`src/design/ppst_pkg.sv`:
```
package ppst_pkg;

    localparam int ENT_W   = 12;
    localparam int SLOT_W  = 10;
    localparam int COUNT_W = 11;
    localparam int PAY_W   = 64;

    localparam logic [1:0] OP_ADD    = 2'd0;
    localparam logic [1:0] OP_REMOVE = 2'd1;
    localparam logic [1:0] OP_SET    = 2'd2;
    localparam logic [1:0] OP_NONE   = 2'd3;

    localparam logic [1:0] ST_OK      = 2'd0;
    localparam logic [1:0] ST_FULL    = 2'd1;
    localparam logic [1:0] ST_UNKNOWN = 2'd2;
    localparam logic [1:0] ST_DUP     = 2'd3;

    localparam logic KIND_RELOC = 1'b0;
    localparam logic KIND_DONE  = 1'b1;

    typedef struct packed {
        logic [1:0]         opcode;
        logic [ENT_W-1:0]   entity_id;
        logic               sleeping;
        logic [PAY_W-1:0]   payload;
    } t_cmd;

    typedef struct packed {
        logic               kind;
        logic [ENT_W-1:0]   moved_entity;
        logic [SLOT_W-1:0]  from_slot;
        logic [SLOT_W-1:0]  to_slot;
        logic [PAY_W-1:0]   moved_payload;
        logic [1:0]         status;
        logic [COUNT_W-1:0] entry_count;
        logic [COUNT_W-1:0] awake_count;
        logic               last;
    } t_res;

    typedef enum logic [3:0] {
        S_CLR, S_IDLE, S_LOOK, S_DEC, S_RDP,
        S_M1A, S_M1B, S_M2A, S_M2B, S_PLACE, S_DONE
    } t_state;

    typedef struct packed {
        logic load;
        logic clr;
        logic look;
        logic dec;
        logic rdp;
        logic m1a;
        logic m1b;
        logic m2a;
        logic m2b;
        logic place;
        logic done;
    } t_ctl;

    typedef struct packed {
        logic clr_last;
        logic rdp;
        logic m1;
        logic m2;
        logic place;
    } t_stat;

endpackage

```
`src/design/ppst_ctrl.sv`:
```
module ppst_ctrl import ppst_pkg::*; (
    input  logic  i_clk,
    input  logic  i_rst_n,
    input  logic  start,
    input  t_stat i_stat,
    output t_ctl  o_ctl,
    output logic  busy
);

    t_state r_state, n_state;

    always_ff @(posedge i_clk) begin
        if (!i_rst_n) begin
            r_state <= S_CLR;
        end else begin
            r_state <= n_state;
        end
    end

    always_comb begin
        n_state = r_state;
        case (r_state)
            S_CLR:   if (i_stat.clr_last) n_state = S_IDLE;
            S_IDLE:  if (start) n_state = S_LOOK;
            S_LOOK:  n_state = S_DEC;
            S_DEC: begin
                if (i_stat.rdp)        n_state = S_RDP;
                else if (i_stat.m1)    n_state = S_M1A;
                else if (i_stat.place) n_state = S_PLACE;
                else                   n_state = S_DONE;
            end
            S_RDP: begin
                if (i_stat.m1)         n_state = S_M1A;
                else if (i_stat.m2)    n_state = S_M2A;
                else if (i_stat.place) n_state = S_PLACE;
                else                   n_state = S_DONE;
            end
            S_M1A:   n_state = S_M1B;
            S_M1B: begin
                if (i_stat.m2)         n_state = S_M2A;
                else if (i_stat.place) n_state = S_PLACE;
                else                   n_state = S_DONE;
            end
            S_M2A:   n_state = S_M2B;
            S_M2B: begin
                if (i_stat.place)      n_state = S_PLACE;
                else                   n_state = S_DONE;
            end
            S_PLACE: n_state = S_DONE;
            S_DONE:  n_state = S_IDLE;
            default: n_state = S_IDLE;
        endcase
    end

    always_comb begin
        o_ctl       = '0;
        o_ctl.load  = (r_state == S_IDLE) && start;
        o_ctl.clr   = (r_state == S_CLR);
        o_ctl.look  = (r_state == S_LOOK);
        o_ctl.dec   = (r_state == S_DEC);
        o_ctl.rdp   = (r_state == S_RDP);
        o_ctl.m1a   = (r_state == S_M1A);
        o_ctl.m1b   = (r_state == S_M1B);
        o_ctl.m2a   = (r_state == S_M2A);
        o_ctl.m2b   = (r_state == S_M2B);
        o_ctl.place = (r_state == S_PLACE);
        o_ctl.done  = (r_state == S_DONE);
        busy        = (r_state != S_IDLE);
    end

endmodule

```
`config.mk`:
```
export PLATFORM = sky130hd
export DESIGN_NAME = ppst_ctrl
export DESIGN_NICKNAME = d
export VERILOG_FILES = /design/src/design/ppst_pkg.sv /design/src/design/ppst_ctrl.sv
export SDC_FILE = /design/constraint.sdc
export NUM_CORES = 1
export LEC_CHECK = 0
export ABC_AREA = 1
export BUFFER_PORTS_ARGS = -buffer_cell sky130_fd_sc_hd__buf_2
export CAP_MARGIN = 20
export CORE_AREA = 4 4 41 43
export DETAILED_ROUTE_END_ITERATION = 10
export DIE_AREA = 0 0 45 47
export GPL_TIMING_DRIVEN = 0
export PLACE_DENSITY = 0.61
export SLEW_MARGIN = 0
export SYNTH_ARGS = -nofsm -noshare
export SYNTH_HDL_FRONTEND = slang
export SYNTH_SLANG_ARGS = --single-unit
```
`constraint.sdc`:
```
create_clock -name i_clk -period 1.2 [get_ports i_clk]
set_input_delay 0.06 -clock i_clk [delete_from_list [all_inputs] [get_ports i_clk]]
set_output_delay 0.06 -clock i_clk [all_outputs]
set_load 0.05 [all_outputs]
```
* Yosys cells after proc, flatten, opt, wreduce, memory -nomap -nowiden
Cells that the tools add are included.
** Cells by class
- $add $sub $neg :: 0
- Multipliers :: 0
- Divide/modulo/power cells :: 0
- Order comparisons :: 0
- Eq/ne operators :: 13
- Shifts and indexed selects :: 0
- Multiplexer cells :: 8
- Bitwise operators :: 0
- Reduce and logical (&&, ||, !) cells :: 3
** Operators with widths (count)
- case mux 4 bit (10 select lines) :: 1
- 2-to-1 mux 4 bit :: 6
- equality test 4 x 3 -> 1 bit (second input constant) :: 4
- equality test 4 bit (second input constant) :: 3
- equality test 4 x 2 -> 1 bit (second input constant) :: 2
- equality test 4 x 1 -> 1 bit (second input constant) :: 1
- logical NOT 4 bit :: 1
- inequality test 2 bit (second input constant) :: 2
- inequality test 4 x 1 -> 1 bit (second input constant) :: 1
- 2-to-1 mux 2 bit :: 1
- AND reduction 2 bit :: 1
- logical AND 1 bit :: 1
** Word-level totals
- Register bits after elaboration :: 4
- Bits in latches :: 0
- Memory bits (writable) :: 0
- Memory bits (read-only) :: 0
- Bits of input ports :: 8
- Output and inout port bits :: 12
- Word-level logic and storage cells :: 25
- Memories :: 0

* Logic depth before layout (Yosys ltp)
Gate-level depths: netlist of the first run.
- Depth in word-level cells :: 4
- Mapped depth :: 8
- Gate-level depth less buffers :: 8

* Least setup slack after synthesis of the first run
Ideal clock, no wire load.
- Kind :: register -> register
- Start point :: register r_state[3]
- End point :: register r_state[0]
- Setup time :: 70 ps
- Arrival time :: 1604 ps
- Required time :: 1130 ps
- Setup slack :: -474 ps
- Cell stages (with the launch flop) :: 8
- Buffers on the path :: 0
- Period minus slack after synthesis :: 1674 ps
- Path through :: dfxtp_1 > inv_2 > nand2_2 > nor2_1 > o21ai_0 > nand2_1 > nor2_1 > a21oi_1
** RTL lines
- start: declaration :: RTL line ppst_ctrl.sv:10 : t_state r_state, n_state;
- start signal: assignment :: RTL line ppst_ctrl.sv:16 : r_state <= n_state;

==> run metrics, run 1 <==
status=finished clean; Initial Util=33.46%; H-tree depth=1; Reg area=95.09 um2; CTS Hold Bufs=0; GPL Wtd Cong=0.7694; Levels on crit path=6; Setup Total Neg Slack=0 ns; drt drc=0; RSZ-0062 raised after global routing=yes; vias=606; Lkg Pwr=0.3817 nW; Avg Inst Size Synth=4.892 um2; Post-synth EDFFs=0; Yosys reg bits=4; layout cell share with drive strength beyond 1=49.12%; CP Cell Sequence=inv_4, nand2_4, nor2_4, inv_2, nor2_4, buf_8; root buffer cell=clkbuf_4; max-slew violation count=0; min cycle time layout=about 1.2 ns; synth warn=0; Worst setup EP type=primary output; measured slew at the worst slew-check pin=roughly 0.19 ns; drt initial violations=9; routed len/inst=between 9 and 10 um; highest clock rate=833.6 MHz; die width=45 um; Detailed Route WL=1284 um; Final ANT Viol Nets=0; Seq/Total Area, Yosys=18.39%; CTS sink cnt=4; Synth top area share=24.14%; final hold vios=0; CP dominant cell by count=nor2_4; num rows=13; Largest Register=r_state; Post-Syn Area=~440 um2; Worst-Skew Late Latency=approximately 0.24 ns; Rel. slew slack=87.17%; max-cap viol count=0; Peak VDD IR=around 0.75 mV; CP bufs+invs=3; Final #Nets=123; Setup CP Type=reg2out; post-synth top area cell=nand2_1; largest net degree at the start of global routing=7; main flop type after synthesis=dfxtp_1; worst min-delay path class=in2reg; Boundary Pins=20; Post-synth top cells=28 x nand2_1, 24 x nor2_1, 13 x inv_1, 4 x dfxtp_1, 4 x nand3_1; power per standard cell area=1155 mW/mm2; CTS max path bufs=2; first-pass GRT wire length=between 1500 and 2000 um; most frequent cell after synthesis=nand2_1; Layout Area Growth over Synthesis=78.16%; setup violators final=0; Pre-Repair DR Iteration Count=5; CTS tree=done; Die ar.=between 0.002 and 0.0025 mm2; post-synth net total=97; clock slew at reported path FFs=~0.030 ns; multi-input combinational cell area=390.4 um2; CP arrival=between 1 and 1.5 ns; Worst Clk Skew=0.006596 ns; Vias/cell=roughly 4.7; gr ovfl total=0; hold_ws=0.07359 ns; CP max-delay cell=dfxtp_4; largest registers=r_state (4); Place WS=-0.0007391 ns; hold-critical path depth=3; crit path launch type=register; fraction of registers with async set/reset=0%; max reg flops=4; Netlist cell types=14; CORE AREA=0.001301 mm2; DP HPWL=about 1100 um; Syn Inst Count=89; crit share post-route=99.96%; worst setup margin=0.0004441 ns; Total Power=approximately 0.90 mW; gr usage total=12.96%; Filler Cell Count=about 130; die height=about 47 um; Port Buffers=19; Worst R2R Path Depth=7; Synth area leaders=nand2_1 24%, nor2_1 21%, dfxtp_1 18%; Cells after DPL=123; vias in the first global route=500; Non-Filler Instances=129; initial antenna violation count=0; Antenna Cells=0; cell family with most CP delay=flip-flops; Crit path required time=1.14 ns; CP peak stage delay=approximately 0.36 ns; CTS buffer count=3; critical path peak fanout=5
[final timing paths]
check | start | endpoint | slack [ns]
worst max register to register | r_state[3]$_SDFFE_PN0P_ | r_state[0]$_SDFFE_PN0P_ | 0.07
worst max-delay path | r_state[1]$_SDFFE_PN0P_ | o_ctl[10] | 0.0004
worst min register to register | r_state[3]$_SDFFE_PN0P_ | r_state[3]$_SDFFE_PN0P_ | 0.66
worst min-delay path | i_rst_n | r_state[0]$_SDFFE_PN0P_ | 0.07
[layout by cell type (no fill, tap or decap), drive strengths merged]
cell,n
nor2,27
nand2,30
inv,14
clkinvlp,1
o21ai,4
nand3,4
clkbuf,4
a21oi,2
dfxtp,4
buf,21
o211ai,1
nand3b,1
o31ai,1
[worst reg2reg max path: cells and delay by family, from the launching register on]
family,cells,cell delay (ns)
DFF,1,0.39
buffers and inverters,1,0.06
and+or+nand+nor,4,0.42
AOI/OAI and AO/OA,2,0.13
[cell families (layout without fill, tap and decap cells)]
group | count (synthesis) | in the layout | share of synthesized area, %
DFF | 4 | 4 | 18.39
AOI/OAI and AO/OA | 8 | 8 | 10.35
and+or+nand+nor | 62 | 62 | 58.33
buffers and inverters | 15 | 40 | 12.93
[repair_timing]
action | in CTS | in global routing
endpoints found under the setup margin | 10 | 15
pin swaps | 1 | 3
resized for setup | 22 | 20
setup buffers | 0 | 2
[layer usage]
layer / part of all wire, % / up-vias / wire [um] / track usage (%)
li1: - / 324 / - / -
met1: 43 / 268 / 558 / 16.40
met2: 51 / 12 / 657 / 22.60
met3: 4.0 / 2 / 52 / 1.149
met4: 1.2 / 0 / 16 / 5.263
met5: 0 / - / 0 / 0
[where the power goes]
part	leakage (nW)	switching, mW	internal (mW)	total (mW)
clock	0.0150	0.0566	0.125	0.181
combinational	0.331	0.347	0.176	0.522
sequential	0.0355	0.0392	0.154	0.193
total	0.382	0.442	0.454	0.896
[per-stage QoR]
stage | cell area [um2] | utilization (%)
after floorplan | 501.7 | -
after global placement | 615.6 | 47.31
after detailed placement | 615.6 | 47.31
after CTS | 705.7 | 54.23
after global routing | 775.7 | 59.62
final | 775.7 | 59.62
[layout make-up]
type,instances,area share [%]
tap,15,2.419
clock buffer,4,3.387
multi-input combinational,70,50.32
inverter,15,8.710
timing repair buffer,21,22.90
sequential,4,12.26
Note: power is estimated with default switching activity, not from simulation.
==> inputs of run 2 (changes only) <==
- CORE_AREA: 4 4 41 43 -> 2 2 39 41
- DIE_AREA: 0 0 45 47 -> 0 0 41 43
==> run 2 against run 1 <==
  * Cell count rose by 1.6%
  * The flow now finishes with violations (negative setup slack)
  * Worst setup slack got worse by 0.012 ns
  * Critical path depth fell by 1
  * Final area fell by 0.32%
  * Highest routed layer is now met3
==> run metrics, run 2 (same netlist as run 1, synthesis figures left out) <==
Largest Register=r_state; max reg flops=4; measured slew at the worst slew-check pin=0.2186 ns; multi-input combinational cell area=379.1 um2; crit path launch type=register; Lkg Pwr=0.3846 nW; Filler Cell Count=152; CTS sink cnt=4; Port Buffers=19; initial antenna violation count=0; drt drc=0; max-slew violation count=0; hold endpoint=r_state[0]$_SDFFE_PN0P_; RSZ-0062 raised after global routing=yes; Final #Nets=124; Worst-Skew Late Latency=~0.23 ns; power per standard cell area=between 1000 and 1500 mW/mm2; vias=594; Rel. slew slack=85.28%; gr usage total=16.92%; CP Cell Sequence=inv_4, nor2_1, nand2_1, inv_1, buf_6; Detailed Route WL=1248 um; die width=41 um; met1 track demand over resource=20.45%; post-layout util=55.88%; R2R Path Start=r_state[0]$_SDFFE_PN0P_; CP arrival=1.15 ns; layout cell share with drive strength beyond 1=46.96%; CTS max path bufs=2; commonest cells after routing, fill and taps aside=23 x nand2_1, 15 x nor2_1, 9 x inv_1; Reg area=95.09 um2; flop-to-flop setup slack=0.05 ns; GR Util met2=approximately 30%; GPL Wtd Cong=0.8083; Crit path required time=between 1 and 1.5 ns; setup violators final=2; min cycle time layout=1.212 ns; Antenna Cells=0; root buffer cell=clkbuf_4; hold-critical path depth=3; status=complete, but fails checks; grt met3 use=0%; Die ar.=0.001763 mm2; drt initial violations=7; hold_sp=i_rst_n; routed len/inst=9.527 um; CTS Hold Bufs=0; CTS tree=done; CP max-delay cell=dfxtp_4; worst r2r dst=r_state[0]$_SDFFE_PN0P_; Pre-Repair DR Iteration Count=4; largest registers=r_state (4); commonest non-fill, non-tap cell in the layout=nand2_1; CP peak stage delay=0.38 ns; CTS buffer count=3; max-cap viol count=0; Final ANT Viol Nets=0; vias in the first global route=544; Total Power=around 0.90 mW; Initial Util=31.46%; crit share post-route=101.0%; hold_ws=0.06396 ns; Peak VDD IR=0.7381 mV; Boundary Pins=20; highest clock rate=between 800 and 900 MHz; largest net degree at the start of global routing=7; Worst Clk Skew=0.005714 ns; CORE AREA=0.001384 mm2; Layout Area Growth over Synthesis=77.59%; critical path peak fanout=5; worst setup margin=-0.01173 ns; most crowded layer after global routing=met2; Worst R2R Path Depth=7; Setup CP Type=reg2out; violated checks=negative setup slack; Worst setup EP type=primary output; H-tree depth=1; Vias/cell=4.534; first-pass GRT wire length=roughly 2100 um; gr ovfl total=0; final hold vios=0; worst min-delay path class=in2reg; DP HPWL=1034 um; clock slew at reported path FFs=0.03 ns; die height=~43 um; num rows=14
## run 2: report_power, final
part	leakage, nW	switching, mW	internal [mW]	total [mW]
Clock	0.0150	0.0531	0.125	0.178
Sequential	0.0355	0.0407	0.154	0.194
Combinational	0.334	0.343	0.183	0.527
Total	0.385	0.437	0.461	0.899
## run 2: worst max path at each step
stage                       startpoint                       to  slack (ns)
2_1_floorplan  r_state[3]$_SDFFE_PN0P_  r_state[0]$_SDFFE_PN0P_       -0.04
3_3_place_gp   r_state[3]$_SDFFE_PN0P_                o_ctl[10]      -0.005
3_5_place_dp   r_state[3]$_SDFFE_PN0P_                o_ctl[10]       -0.02
4_1_cts        r_state[3]$_SDFFE_PN0P_                o_ctl[10]       -0.03
5_1_grt        r_state[1]$_SDFFE_PN0P_                o_ctl[10]       -0.07
6_report       r_state[1]$_SDFFE_PN0P_                 o_ctl[8]       -0.01
## run 2: layout make-up
cell class | count | area share, %
clock buffer | 4 | 3.398
inverter | 15 | 8.738
multi-input combinational | 70 | 49.03
sequential | 4 | 12.30
tap | 16 | 2.589
timing repair buffer | 22 | 23.95
## run 2: critical path: cells and delay by family, from the launching register on
family	cells	cell delay (ns)
DFF	1	0.38
and+or+nand+nor	2	0.25
buffers and inverters	3	0.29
## run 2: per-layer routing
metal  part of all wire (%)  routed length [um]
met1                     42                 525
met2                     56                 693
met3                    2.3                  29
met4                      0                   0
met5                      0                   0
## run 2: timing repair
item / CTS / global route
setup buffers: 3 / 0
gates resized for setup: 25 / 12
endpoints found under the setup margin: 10 / 12
hold endpoints to repair: 0 / 0
pin swaps: 3 / 1
## run 2: per-stage QoR
| step | TNS, ns | instance area (um2) | setup slack, ns | std cells |
|---|---|---|---|---|
| 2_1_floorplan | -0.05791 | 501.7 | -0.03679 | 89 |
| 3_5_place_dp | -0.01831 | 616.8 | -0.01831 | 124 |
| 4_1_cts | -0.03879 | 738.2 | -0.03299 | 131 |
| 6_report | -0.01983 | 773.2 | -0.01173 | 131 |
| 3_3_place_gp | -0.005369 | 616.8 | -0.005369 | 124 |
| 5_1_grt | -0.3000 | 773.2 | -0.07401 | 131 |
==> inputs of run 3 (changes only) <==
- SKIP_CTS_REPAIR_TIMING: not set -> 1
==> run 3 against run 2 <==
  * The flow still finishes with violations (negative setup slack)
  * Wire length rose by 3.4%
  * Sequential share of layout area fell by 0.066 points
  * Register-to-register slack barely moved
  * Cell count fell by 0.76%
  * Global-route usage fell by 1.3 points
  * Sequential power rose by 2%
  * Worst setup slack got worse by 0.019 ns
  * Flip-flop and latch count did not move
  * Clock power barely moved
  * Utilization fell by 1.2 points
  * Critical path type unchanged
==> run metrics, run 3 (same netlist as run 1, synthesis figures left out) <==
Total Power=0.8909 mW; met3 wire length=between 15 and 20 um; routed len/inst=9.931 um; R2R Path Start=r_state[2]$_SDFFE_PN0P_; CP Launch Point=r_state[2]$_SDFFE_PN0P_; Vias/cell=4.608; CTS sink cnt=4; final hold vios=0; Final ANT Viol Nets=0; drt initial violations=8; critical path peak fanout=6; flop-to-flop setup slack=around 0.040 ns; crit path launch type=register; Port Buffers=19; Lkg Pwr=0.3779 nW; root buffer cell=clkbuf_4; DP Area=616.8 um2; drt drc=0; register share of total power=22.3%; Boundary Pins=20; Largest Register=r_state; Pre-Repair DR Iteration Count=4; Final #Nets=123; RSZ-0062 raised after global routing=yes; gr usage total=15.61%; crit share post-route=102.5%; WL met2=722 um; Worst R2R Path Depth=8; Worst setup EP type=primary output; GPL Wtd Cong=0.8083; hold_ws=0.08043 ns; sw power=0.4421 mW; Setup Total Neg Slack=-0.07619 ns; final instance area=~760 um2; gr ovfl total=0; CTS max path bufs=2; Setup CP Type=reg2out; die height=43 um; Non-Filler Instances=130; vias=599; Comb pwr share=58.0%; initial antenna violation count=0; power per standard cell area=1177 mW/mm2; worst setup margin=-0.03025 ns; CP arrival=around 1.2 ns; Antenna Cells=0; clock share of power=between 15 and 20%; H-tree depth=1; vias in the first global route=roughly 520; max reg flops=4; Initial Util=31.46%; Die ar.=0.001763 mm2; CORE AREA=0.001384 mm2; largest net degree at the start of global routing=7; commonest cells after routing, fill and taps aside=23 x nand2_1, 15 x nor2_1, 10 x inv_1, 8 x nor2_4, 8 x buf_2; Setup crit end=busy; multi-input combinational cell area=382.9 um2; Sw Ratio=49.63%; M1 WL=550 um; worst min-delay path class=in2reg; worst r2r dst=r_state[0]$_SDFFE_PN0P_; violated checks=negative setup slack; largest registers=r_state (4); Worst Clk Skew=0.004553 ns; Crit path required time=1.14 ns; Layout Area Growth over Synthesis=73.85%; commonest non-fill, non-tap cell in the layout=nand2_1; max-cap viol count=0; layout cell share with drive strength beyond 1=46.49%; P_int=0.4487 mW; Worst-Skew Late Latency=0.23 ns; DP HPWL=slightly above 1000 um; highest clock rate=between 800 and 900 MHz; Highest Signal Layer=met3; measured slew at the worst slew-check pin=between 0.2 and 0.25 ns; clock slew at reported path FFs=0.04 ns; Peak VDD IR=0.8192 mV; Cells after DPL=124; setup violators final=4; Detailed Route WL=1291 um; num rows=14; CTS buffer count=3; Filler Cell Count=153; Rel. slew slack=83.72%; Reg area=92.59 um2; max-slew violation count=0; min cycle time layout=around 1.2 ns; die width=slightly above 40 um; first-pass GRT wire length=1925 um; CTS tree=done; status=complete, but fails checks
run 3: changes by cell type in the layout (fill, tap and decap cells not counted), sizes merged:
cell	before	now
clkbuf	4	5
buf	22	20
run 3: per-layer routing:
| layer | vias up | track usage, % |
|---|---|---|
| met5 | - | 0 |
| met4 | 0 | 6.000 |
| met3 | 0 | 0 |
| met2 | 9 | 27.50 |
| met1 | 271 | 18.83 |
| li1 | 319 | - |
run 3: area by class of cell:
cell class | instances | area share, %
Timing Repair Buffer | 21 | 22.15
Inverter | 15 | 8.926
Clock buffer | 4 | 3.471
Multi-Input combinational cell | 70 | 50.58
Tap cell | 16 | 2.645
Sequential cell | 4 | 12.23
run 3: worst max-delay path, cell delays in order, from the launching register on:
cell and delay [ns]:
dfxtp_2 0.41, inv_4 0.07, nand2_4 0.09, nor2_4 0.05, inv_2 0.07, buf_2 0.26
run 3: stage by stage:
step                      utilization [%]  setup WS, ns
final                               54.70      -0.03025
after global routing                54.70      -0.07634
after CTS                           46.47       -0.2765
after detailed placement            44.57      -0.01831
after global placement              44.57     -0.005369
after floorplan                         -      -0.03679
run 3: worst min-delay path by stage:
stage | startpoint | end | cells after the start
after floorplan | i_rst_n | r_state[0]$_SDFFE_PN0P_ | 2
after global placement | i_rst_n | r_state[0]$_SDFFE_PN0P_ | 3
after detailed placement | i_rst_n | r_state[0]$_SDFFE_PN0P_ | 3
after CTS | i_rst_n | r_state[0]$_SDFFE_PN0P_ | 3
after global routing | i_rst_n | r_state[0]$_SDFFE_PN0P_ | 3
final | i_rst_n | r_state[0]$_SDFFE_PN0P_ | 3
run 3: power groups by stage:
| stage | Clock (mW) | Sequential (mW) | Combinational [mW] |
|---|---|---|---|
| CTS | 0.188 | 0.180 | 0.447 |
| global placement | 0 | 0.181 | 0.440 |
| finish | 0.176 | 0.198 | 0.517 |
| floorplan | 0 | 0.175 | 0.361 |
| global route | 0.189 | 0.202 | 0.560 |
| detailed placement | 0 | 0.182 | 0.445 |
